$ cat config.mk
export PLATFORM = sky130hd
export DESIGN_NAME = polyline_stroke_quad_expand_core
export DESIGN_NICKNAME = d
export VERILOG_FILES = /design/src/rtl/psq_pkg.sv /design/src/rtl/psq_mul.sv /design/src/rtl/psq_sqrt.sv /design/src/rtl/psq_div.sv /design/src/rtl/psq_ctrl.sv /design/src/rtl/polyline_stroke_quad_expand_core.sv
export SDC_FILE = /design/constraint.sdc
export NUM_CORES = 2
export LEC_CHECK = 0
export ABC_AREA = 0
export BUFFER_PORTS_ARGS = -buffer_cell sky130_fd_sc_hd__buf_2
export CORE_MARGIN = 8
export CORE_UTILIZATION = 35
export DETAILED_ROUTE_END_ITERATION = 8
export PLACE_DENSITY = 0.52
export SYNTH_ARGS = -nofsm -noshare
export SYNTH_HDL_FRONTEND = slang
export SYNTH_SLANG_ARGS = --single-unit
$ cat constraint.sdc
create_clock -name clk -period 30.2 [get_ports clk]
set_input_delay 3.02 -clock clk [delete_from_list [all_inputs] [get_ports clk]]
set_output_delay 3.02 -clock clk [all_outputs]
set_load 0.05 [all_outputs]
$ cat src/rtl/psq_pkg.sv
// Package for the polyline stroke quad expander: widths, sequencer states,
// configuration register indexes and a saturating helper. No dependencies.
`default_nettype none
package psq_pkg;
  localparam int CW = 24;
  localparam int FB = 8;
  localparam int RW = 16;
  localparam int DW = CW + 1;     // segment delta width
  localparam int SQW = 2 * DW + 1; // sum of squares width
  localparam int LW = DW + 1;      // root width
  localparam int NW = DW + 2 * RW; // dividend width
  localparam int MW = DW + 1;      // multiplier operand width
  localparam int PW = 2 * MW;      // multiplier product width

  localparam logic [1:0] REG_SCALE_X = 2'd0;
  localparam logic [1:0] REG_SCALE_Y = 2'd1;
  localparam logic [1:0] REG_STROKE = 2'd2;

  typedef enum logic [3:0] {
    ST_IDLE, ST_SX1, ST_SY1, ST_SX2, ST_SY2, ST_TX, ST_TY, ST_SQX, ST_SQY,
    ST_ROOT, ST_PX, ST_DIVX, ST_PY, ST_DIVY, ST_OUT
  } state_t;

  localparam logic signed [CW-1:0] CMAX = {1'b0, {(CW-1){1'b1}}};
  localparam logic signed [CW-1:0] CMIN = {1'b1, {(CW-1){1'b0}}};

  function automatic logic signed [CW-1:0] sat(input logic signed [CW+RW+1:0] v);
    if (v > $signed({{(RW+2){1'b0}}, CMAX})) return CMAX;
    if (v < $signed({{(RW+2){1'b1}}, CMIN})) return CMIN;
    return v[CW-1:0];
  endfunction
endpackage
`default_nettype wire

$ cat src/rtl/psq_mul.sv
// Shared registered multiplier used by the sequencer for every product.
// Depends on psq_pkg.
`default_nettype none
module psq_mul import psq_pkg::*; (
  input  wire logic clk,
  input  wire logic signed [MW-1:0] a,
  input  wire logic signed [MW-1:0] b,
  output logic signed [PW-1:0] p
);
  always_ff @(posedge clk) begin
    p <= a * b;
  end
endmodule
`default_nettype wire

$ cat src/rtl/psq_sqrt.sv
// Bit-pair iterative integer square root, one bit of root per cycle.
// Depends on psq_pkg.
`default_nettype none
module psq_sqrt import psq_pkg::*; (
  input  wire logic clk,
  input  wire logic rst,
  input  wire logic start,
  input  wire logic [SQW-1:0] n,
  output logic busy,
  output logic [LW-1:0] root
);
  logic [SQW+1:0] rem;
  logic [SQW+1:0] res;
  logic [SQW+1:0] bitv;
  logic [SQW+1:0] trial;
  assign trial = res + bitv;
  assign root = res[LW-1:0];
  always_ff @(posedge clk) begin
    if (rst) begin
      busy <= 1'b0;
    end else if (start) begin
      busy <= 1'b1;
      rem <= {2'b0, n};
      res <= '0;
      bitv <= {2'b01, {(SQW){1'b0}}} >> (SQW[0] ? 1 : 2);
    end else if (busy) begin
      if (rem >= trial) begin
        rem <= rem - trial;
        res <= (res >> 1) + bitv;
      end else begin
        res <= res >> 1;
      end
      bitv <= bitv >> 2;
      if (bitv[1:0] != 2'b00) busy <= 1'b0;
    end
  end
endmodule
`default_nettype wire

$ cat src/rtl/psq_div.sv
// Restoring divider, one quotient bit per cycle. Depends on psq_pkg.
`default_nettype none
module psq_div import psq_pkg::*; (
  input  wire logic clk,
  input  wire logic rst,
  input  wire logic start,
  input  wire logic [NW-1:0] num,
  input  wire logic [LW-1:0] den,
  output logic busy,
  output logic [NW-1:0] quo
);
  logic [LW:0] rem;
  logic [LW:0] shifted;
  logic [$clog2(NW+1)-1:0] cnt;
  assign shifted = {rem[LW-1:0], quo[NW-1]};
  always_ff @(posedge clk) begin
    if (rst) begin
      busy <= 1'b0;
    end else if (start) begin
      busy <= 1'b1;
      quo <= num;
      rem <= '0;
      cnt <= '0;
    end else if (busy) begin
      if (shifted >= {1'b0, den}) begin
        rem <= shifted - {1'b0, den};
        quo <= {quo[NW-2:0], 1'b1};
      end else begin
        rem <= shifted;
        quo <= {quo[NW-2:0], 1'b0};
      end
      cnt <= cnt + 1'b1;
      if (cnt == ($clog2(NW+1))'(NW - 1)) busy <= 1'b0;
    end
  end
endmodule
`default_nettype wire

$ cat src/rtl/psq_ctrl.sv
// Sequencer: stores the previous point, runs the multiplier, square root and
// divider in turn, and forms the saturated corners. Depends on psq_pkg.
`default_nettype none
module psq_ctrl import psq_pkg::*; (
  input  wire logic clk,
  input  wire logic rst,
  input  wire logic cfg_we,
  input  wire logic [1:0] cfg_index,
  input  wire logic [RW-1:0] cfg_data,
  input  wire logic in_fire,
  input  wire logic signed [CW-1:0] px,
  input  wire logic signed [CW-1:0] py,
  input  wire logic fresh,
  output logic idle,
  output logic res_valid,
  output logic [8*CW:0] res_data,
  input  wire logic res_taken,
  output logic signed [MW-1:0] mul_a,
  output logic signed [MW-1:0] mul_b,
  input  wire logic signed [PW-1:0] mul_p,
  output logic sq_start,
  output logic [SQW-1:0] sq_n,
  input  wire logic sq_busy,
  input  wire logic [LW-1:0] sq_root,
  output logic dv_start,
  output logic [NW-1:0] dv_num,
  output logic [LW-1:0] dv_den,
  input  wire logic dv_busy,
  input  wire logic [NW-1:0] dv_quo
);
  state_t state, state_next;
  logic [RW-1:0] scale_x, scale_y, stroke;
  logic signed [CW-1:0] prev_x, prev_y, cx, cy;
  logic have_prev;
  logic signed [CW-1:0] x1, y1, x2, y2;
  logic [CW-1:0] tx, ty;
  logic [SQW-1:0] acc;
  logic [LW-1:0] l;
  logic signed [CW+RW+1:0] nx, ny;
  logic wait_q;
  logic signed [DW-1:0] dx, dy;
  logic [DW-1:0] ax, ay;
  logic degen;
  logic signed [CW+RW+1:0] fl;

  assign dx = DW'(x2) - DW'(x1);
  assign dy = DW'(y2) - DW'(y1);
  assign ax = dx[DW-1] ? DW'(-dx) : dx;
  assign ay = dy[DW-1] ? DW'(-dy) : dy;
  assign degen = (dx == '0) && (dy == '0);
  assign fl = (CW+RW+2)'(mul_p >>> FB);
  assign idle = (state == ST_IDLE) && !res_valid;

  always_comb begin
    state_next = state;
    case (state)
      ST_IDLE: if (in_fire && !fresh && have_prev) state_next = ST_SX1;
      ST_SX1:  state_next = ST_SY1;
      ST_SY1:  state_next = ST_SX2;
      ST_SX2:  state_next = ST_SY2;
      ST_SY2:  state_next = ST_TX;
      ST_TX:   state_next = ST_TY;
      ST_TY:   state_next = degen ? ST_OUT : ST_SQX;
      ST_SQX:  state_next = ST_SQY;
      ST_SQY:  state_next = ST_ROOT;
      ST_ROOT: if (wait_q && !sq_busy) state_next = ST_PX;
      ST_PX:   state_next = ST_DIVX;
      ST_DIVX: if (wait_q && !dv_busy) state_next = ST_PY;
      ST_PY:   state_next = ST_DIVY;
      ST_DIVY: if (wait_q && !dv_busy) state_next = ST_OUT;
      ST_OUT:  state_next = ST_IDLE;
      default: state_next = ST_IDLE;
    endcase
  end

  // multiplier operand select; the product lands in the next cycle
  always_comb begin
    mul_a = '0;
    mul_b = '0;
    case (state)
      ST_IDLE: begin mul_a = MW'(prev_x); mul_b = MW'({1'b0, scale_x}); end
      ST_SX1:  begin mul_a = MW'(y1);     mul_b = MW'({1'b0, scale_y}); end
      ST_SY1:  begin mul_a = MW'(cx);     mul_b = MW'({1'b0, scale_x}); end
      ST_SX2:  begin mul_a = MW'(cy);     mul_b = MW'({1'b0, scale_y}); end
      ST_SY2:  begin mul_a = MW'({1'b0, stroke}); mul_b = MW'({1'b0, scale_x}); end
      ST_TX:   begin mul_a = MW'({1'b0, stroke}); mul_b = MW'({1'b0, scale_y}); end
      ST_TY:   begin mul_a = {1'b0, ax}; mul_b = {1'b0, ax}; end
      ST_SQX:  begin mul_a = {1'b0, ay}; mul_b = {1'b0, ay}; end
      // held so the product is ready when the divide starts
      ST_ROOT: begin mul_a = {1'b0, ay}; mul_b = MW'(tx); end
      ST_PX, ST_DIVX: begin mul_a = {1'b0, ax}; mul_b = MW'(ty); end
      default: ;
    endcase
  end

  assign sq_start = (state == ST_SQY);
  assign sq_n = acc + SQW'(mul_p);
  assign dv_start = (state == ST_PX) || (state == ST_PY);
  assign dv_num = NW'(mul_p) + NW'(l >> 1);
  assign dv_den = l;

  always_ff @(posedge clk) begin
    if (rst) begin
      state <= ST_IDLE;
      scale_x <= RW'(256);
      scale_y <= RW'(256);
      stroke <= RW'(256);
      prev_x <= '0;
      prev_y <= '0;
      have_prev <= 1'b0;
      res_valid <= 1'b0;
      wait_q <= 1'b0;
    end else begin
      state <= state_next;
      wait_q <= (state == ST_ROOT || state == ST_DIVX || state == ST_DIVY)
                && state_next == state;
      if (cfg_we) begin
        case (cfg_index)
          REG_SCALE_X: scale_x <= cfg_data;
          REG_SCALE_Y: scale_y <= cfg_data;
          REG_STROKE:  stroke <= cfg_data;
          default: ;
        endcase
      end
      if (in_fire) begin
        cx <= px;
        cy <= py;
        prev_x <= px;
        prev_y <= py;
        have_prev <= 1'b1;
      end
      if (res_taken) res_valid <= 1'b0;
      if (state == ST_OUT) res_valid <= 1'b1;
    end
  end

  // datapath registers
  always_ff @(posedge clk) begin
    if (state == ST_IDLE && in_fire) begin
      y1 <= prev_y; // hold old y for its product
    end
    case (state)
      ST_SX1:  x1 <= sat(fl);
      ST_SY1:  y1 <= sat(fl);
      ST_SX2:  x2 <= sat(fl);
      ST_SY2:  y2 <= sat(fl);
      ST_TX:   tx <= CW'(mul_p >>> (FB + 1));
      ST_TY:   begin ty <= CW'(mul_p >>> (FB + 1)); nx <= '0; ny <= '0; end
      ST_SQX:  acc <= SQW'(mul_p);
      default: ;
    endcase
    if (state == ST_ROOT && wait_q && !sq_busy) l <= (sq_root == '0) ? LW'(1) : sq_root;
    if (state == ST_DIVX && wait_q && !dv_busy)
      nx <= dy[DW-1] || dy == '0 ? (CW+RW+2)'(dv_quo) : -(CW+RW+2)'(dv_quo);
    if (state == ST_DIVY && wait_q && !dv_busy)
      ny <= dx[DW-1] ? -(CW+RW+2)'(dv_quo) : (CW+RW+2)'(dv_quo);
    if (state == ST_OUT) begin
      res_data <= {degen,
        sat((CW+RW+2)'(y2) - ny), sat((CW+RW+2)'(x2) - nx),
        sat((CW+RW+2)'(y2) + ny), sat((CW+RW+2)'(x2) + nx),
        sat((CW+RW+2)'(y1) - ny), sat((CW+RW+2)'(x1) - nx),
        sat((CW+RW+2)'(y1) + ny), sat((CW+RW+2)'(x1) + nx)};
    end
  end
endmodule
`default_nettype wire

$ cat src/rtl/polyline_stroke_quad_expand_core.sv
// Top level of the polyline stroke quad expander: handshakes and unit wiring.
// Depends on psq_pkg, psq_mul, psq_sqrt, psq_div, psq_ctrl.
//
//  channel  | direction | payload
//  s_axis   | in        | tdata: point_x, point_y; tuser: new_stroke
//  m_axis   | out       | tdata: 8 corners; tuser: degenerate
//  cfg      | in        | cfg_we, cfg_index, cfg_data
//
// After a segment's end point is accepted, the shared multiplier scales both
// points and the pen width and squares the deltas; the square root follows
// (one root bit a cycle), then two restoring divides (one quotient bit a
// cycle). A zero-length segment skips the squares, root and divides. A point
// that only starts a stroke gives no result. rst is synchronous.
// Input is not ready while a segment is in work or a result waits.
`default_nettype none
module polyline_stroke_quad_expand_core import psq_pkg::*; (
  input  wire logic clk,
  input  wire logic rst,
  input  wire logic cfg_we,
  input  wire logic [1:0] cfg_index,
  input  wire logic [RW-1:0] cfg_data,
  input  wire logic s_axis_tvalid,
  output logic s_axis_tready,
  input  wire logic [2*CW-1:0] s_axis_tdata, // point_x, point_y
  input  wire logic s_axis_tuser,            // new_stroke
  output logic m_axis_tvalid,
  input  wire logic m_axis_tready,
  output logic [8*CW-1:0] m_axis_tdata,      // sl_x, sl_y, sr_x, sr_y, el_x, el_y, er_x, er_y
  output logic m_axis_tuser                  // degenerate
);
  logic idle, in_fire;
  logic [8*CW:0] res_data;
  logic signed [MW-1:0] mul_a;
  logic signed [MW-1:0] mul_b;
  logic signed [PW-1:0] mul_p;
  logic sq_start, sq_busy, dv_start, dv_busy;
  logic [SQW-1:0] sq_n;
  logic [LW-1:0] sq_root, dv_den;
  logic [NW-1:0] dv_num, dv_quo;

  assign s_axis_tready = idle;
  assign in_fire = s_axis_tvalid && s_axis_tready;
  assign m_axis_tdata = res_data[8*CW-1:0];
  assign m_axis_tuser = res_data[8*CW];

  psq_mul u_mul (.clk, .a(mul_a), .b(mul_b), .p(mul_p));
  psq_sqrt u_sqrt (.clk, .rst, .start(sq_start), .n(sq_n), .busy(sq_busy), .root(sq_root));
  psq_div u_div (.clk, .rst, .start(dv_start), .num(dv_num), .den(dv_den),
    .busy(dv_busy), .quo(dv_quo));
  psq_ctrl u_ctrl (.clk, .rst, .cfg_we, .cfg_index, .cfg_data, .in_fire,
    .px(s_axis_tdata[CW-1:0]), .py(s_axis_tdata[2*CW-1:CW]), .fresh(s_axis_tuser),
    .idle, .res_valid(m_axis_tvalid), .res_data,
    .res_taken(m_axis_tvalid && m_axis_tready),
    .mul_a, .mul_b, .mul_p, .sq_start, .sq_n, .sq_busy, .sq_root,
    .dv_start, .dv_num, .dv_den, .dv_busy, .dv_quo);
endmodule
`default_nettype wire

==> impl_results.md <==
- Total Wirelength: 352 mm
- Clock H-tree levels: 3
- Gpl congestion: 0.986
- Post-DP Area: 100000 um^2
- I/O pin cnt: 267
- Synthesis-to-finish area growth: 9.63%
- Rel. slew slack: approximately 16%
- Die area: 288000 um^2
- Post-Syn Instances: 10685
- Fmax achieved: 76.0 MHz
- Syn Std Cell Area: between 90000 and 100000 um^2
- Worst-margin pin slew: 1.24 ns
- First-pass GRT wire length: roughly 520 mm
- Crit. End Element: flop
- Final setup fails: 0
- Slew Limit Fails: 0
- Via Count: 80892
- Row Count: 191
- Die Height: ~540 um
- Post-CTS Hold Fix Bufs: 0
- Largest net degree at the start of global routing: between 100 and 150
- GRT Residual Overflow: 0
- Yosys warning count: 0
- CTS buffer count: 109
- Max Cap Viol: 0
- Synthesized area per cell: 8.87 um^2
- Setup slack after layout: 17.05 ns
- Final Cell Area: 104000 um^2
- Clock sink count: 924
- Outcome: complete, no violations
- Clock Path Buffers: 3
- Fin Clk Skew: 0.0301 ns
- Width of the die: 536 um
- Initial core utilization: 35.1%
- Final nets: ~12000
- Core box area: 270000 um^2
- Worst Setup Start Kind: flop
- Post-CTS Resized: 0
- PD cells: 46.5 nW/um^2
- Critical path arrival: 13.79 ns
- Pre-antenna DRT Iters: 8
- Critical Path RT: 30.84 ns
- Number of flops mapped to enable cells by yosys: 767
- Vias in the first global route: 80177
- CP peak stage delay: 0.94 ns
- CP Class: flop to flop
- CTS clk-pin slew, worst paths: 0.07 ns
- Netlist cell types: between 100 and 150
- Overall Global Routing Usage: 23.6%
- RSZ-0062 raised after global routing: false
- Sequential cell area fraction in the yosys report: 27.6%
- PortBufs: 266
- Starting DRT DRC Count: 7302
- Slowest cell on the critical path: a221o_1
- FF+latch count, synth: about 920
- CTS tree: built
- Asr flop ratio synth: 0%
- Crit Path Max Fanout: 14
- Pre-CTS setup slack: 17.43 ns
- VDD IR max: 99.3 uV
- Root Driver: clkbuf_16
- Main synth FF type: edfxtp_1
- Tmin final: 13.15 ns
- Remaining antenna violation count: 0
- Share of layout cells above drive strength 1: 7.05%
- Final worst-path cycle share: 43.6%
- Post-DP HPWL: ~280 mm
- Hold WC Path Type: flop to flop
- Setup TNS: 0 ns
- Clock Latency Late Sink: 0.77 ns
- Via/cell ratio: 5.62
- Hold Vio Cnt, Final: 0
- Pleak: 43.9 nW
- Mean routed wirelength per cell: 24.5 um
- Number of post-CTS setup repair buffers: 0
- Critical Path Most Common Cell: fa_1
- Initial antenna violation count: 3
- Drt drc: 0
- Fill count: 27392
## cells in the mapped netlist (152+ instances only)
cell type,instances,area [um^2]
nand3_1,152,761
xor2_1,219,1920
nand2_1,1049,3940
a21o_1,243,1820
inv_1,1170,4390
edfxtp_1,767,23000
clkbuf_1,406,1520
a21oi_1,763,3820
o21ai_0,572,2860
nor3_1,190,951
ha_1,738,9230
xnor2_1,484,4240
fa_1,698,14000
nor2_1,997,3740
dfxtp_1,157,3140
## critical path, delay by kind of cell (launching register included)
| kind | cells | cell delay, ns |
|---|---|---|
| and+or+nand+nor | 7 | 1.64 |
| buffers and inverters | 4 | 0.22 |
| AOI/OAI and AO/OA | 13 | 5.30 |
| adders and majority gates | 9 | 4.21 |
| xor gates and xnor gates | 3 | 1.05 |
| DFF | 1 | 0.57 |
## cells in the final DEF (no fill, tap or decap), drive strengths merged, types with 147 or more instances in the layout
cell type,synthesis,routed
clkbuf,406,147
nor3,191,191
inv,1171,1177
xnor2,484,484
a21oi,764,764
a21o,243,243
o21ai,595,595
nor2,997,997
edfxtp,767,767
fa,698,698
ha,738,738
nand2,1049,1049
dfxtp,157,157
xor2,219,219
buf,82,396
nand3,152,152
## final timing paths
check                   start               end  slack (ns)  depth (start not counted)
max              u_ctrl.x1[1]       u_mul.p[46]       17.05                         36
min          u_ctrl.prev_x[7]  u_ctrl.prev_x[7]        0.45                          2
max reg2reg      u_ctrl.x1[1]       u_mul.p[46]       17.05                         36
min reg2reg  u_ctrl.prev_x[7]  u_ctrl.prev_x[7]        0.45                          2
## registers in the layout, indices dropped and copies added, names as in the netlist, 24 cells and up
| signal | flops |
|---|---|
| u_ctrl.prev_x | 24 |
| u_sqrt.rem | 53 |
| u_ctrl.acc | 51 |
| u_ctrl.prev_y | 24 |
| u_mul.p | 52 |
| u_div.quo | 57 |
| u_sqrt.bitv | 26 |
| u_ctrl.x1 | 24 |
| u_ctrl.dv_den | 26 |
| u_ctrl.cy | 24 |
| u_ctrl.tx | 24 |
| u_sqrt.res | 53 |
| u_ctrl.res_data | 193 |
| u_ctrl.y2 | 24 |
| u_div.rem | 26 |
| u_ctrl.cx | 24 |
| u_ctrl.ty | 24 |
| u_ctrl.y1 | 24 |
| u_ctrl.ny | 42 |
| u_ctrl.x2 | 24 |
| u_ctrl.nx | 42 |
## report_power, final
| part | internal (mW) | leakage, nW | total [mW] | switching (mW) |
|---|---|---|---|---|
| Sequential | 1.47 | 8.07 | 1.58 | 0.107 |
| Clock | 0.824 | 1.83 | 1.42 | 0.591 |
| Combinational | 0.649 | 34.0 | 1.84 | 1.20 |
## cell families (layout without fill, tap and decap cells)
kind of cell             after synthesis  in the layout  synth area share, %
AO/OA/AOI/OAI                       2576           2576                 17.6
XOR/XNOR                             703            703                 6.49
adder cells (fa/ha/maj)             1436           1436                 24.5
buffers and inverters               1671           1782                 6.74
flip-flops                           924            924                 27.6
multiplexers                          65             65                0.723
other                                  2             37              0.00792
AND/OR/NAND/NOR                     3308           3308                 16.4
## layer usage
| layer | up-vias | GRT usage [%] | wire, um |
|---|---|---|---|
| met1 | 40215 | 30.6 | 147000 |
| met5 | - | 0 | 13 |
| met2 | 2948 | 39.3 | 165000 |
| met3 | 649 | 3.35 | 22800 |
| li1 | 37078 | - | - |
| met4 | 2 | 9.87 | 17200 |
## metrics by stage
| stage | hold WS [ns] | power [mW] | instances | utilization, % |
|---|---|---|---|---|
| after floorplan | 0.434 | 2.77 | 10712 | - |
| after global placement | 0.443 | 3.41 | 14190 | 37.1 |
| after detailed placement | 0.447 | 3.43 | 14190 | 37.1 |
| after CTS | 0.455 | 4.86 | 14393 | 38.5 |
| after global routing | 0.472 | 5.08 | 14393 | 38.5 |
| final | 0.455 | 4.84 | 14401 | 38.5 |
## area by class of cell
type	instances	area [um^2]	area share [%]
inverters	1183	4440	4.27
well taps	3570	4470	4.30
multi-input cells	8117	62700	60.4
flip-flops and latches	924	26200	25.2
repair buffers	396	2310	2.22
clock buffers	147	3000	2.89
clock inverters	56	796	0.766
diodes	8	20.0	0.0193
(Power assumes the default switching activity.)
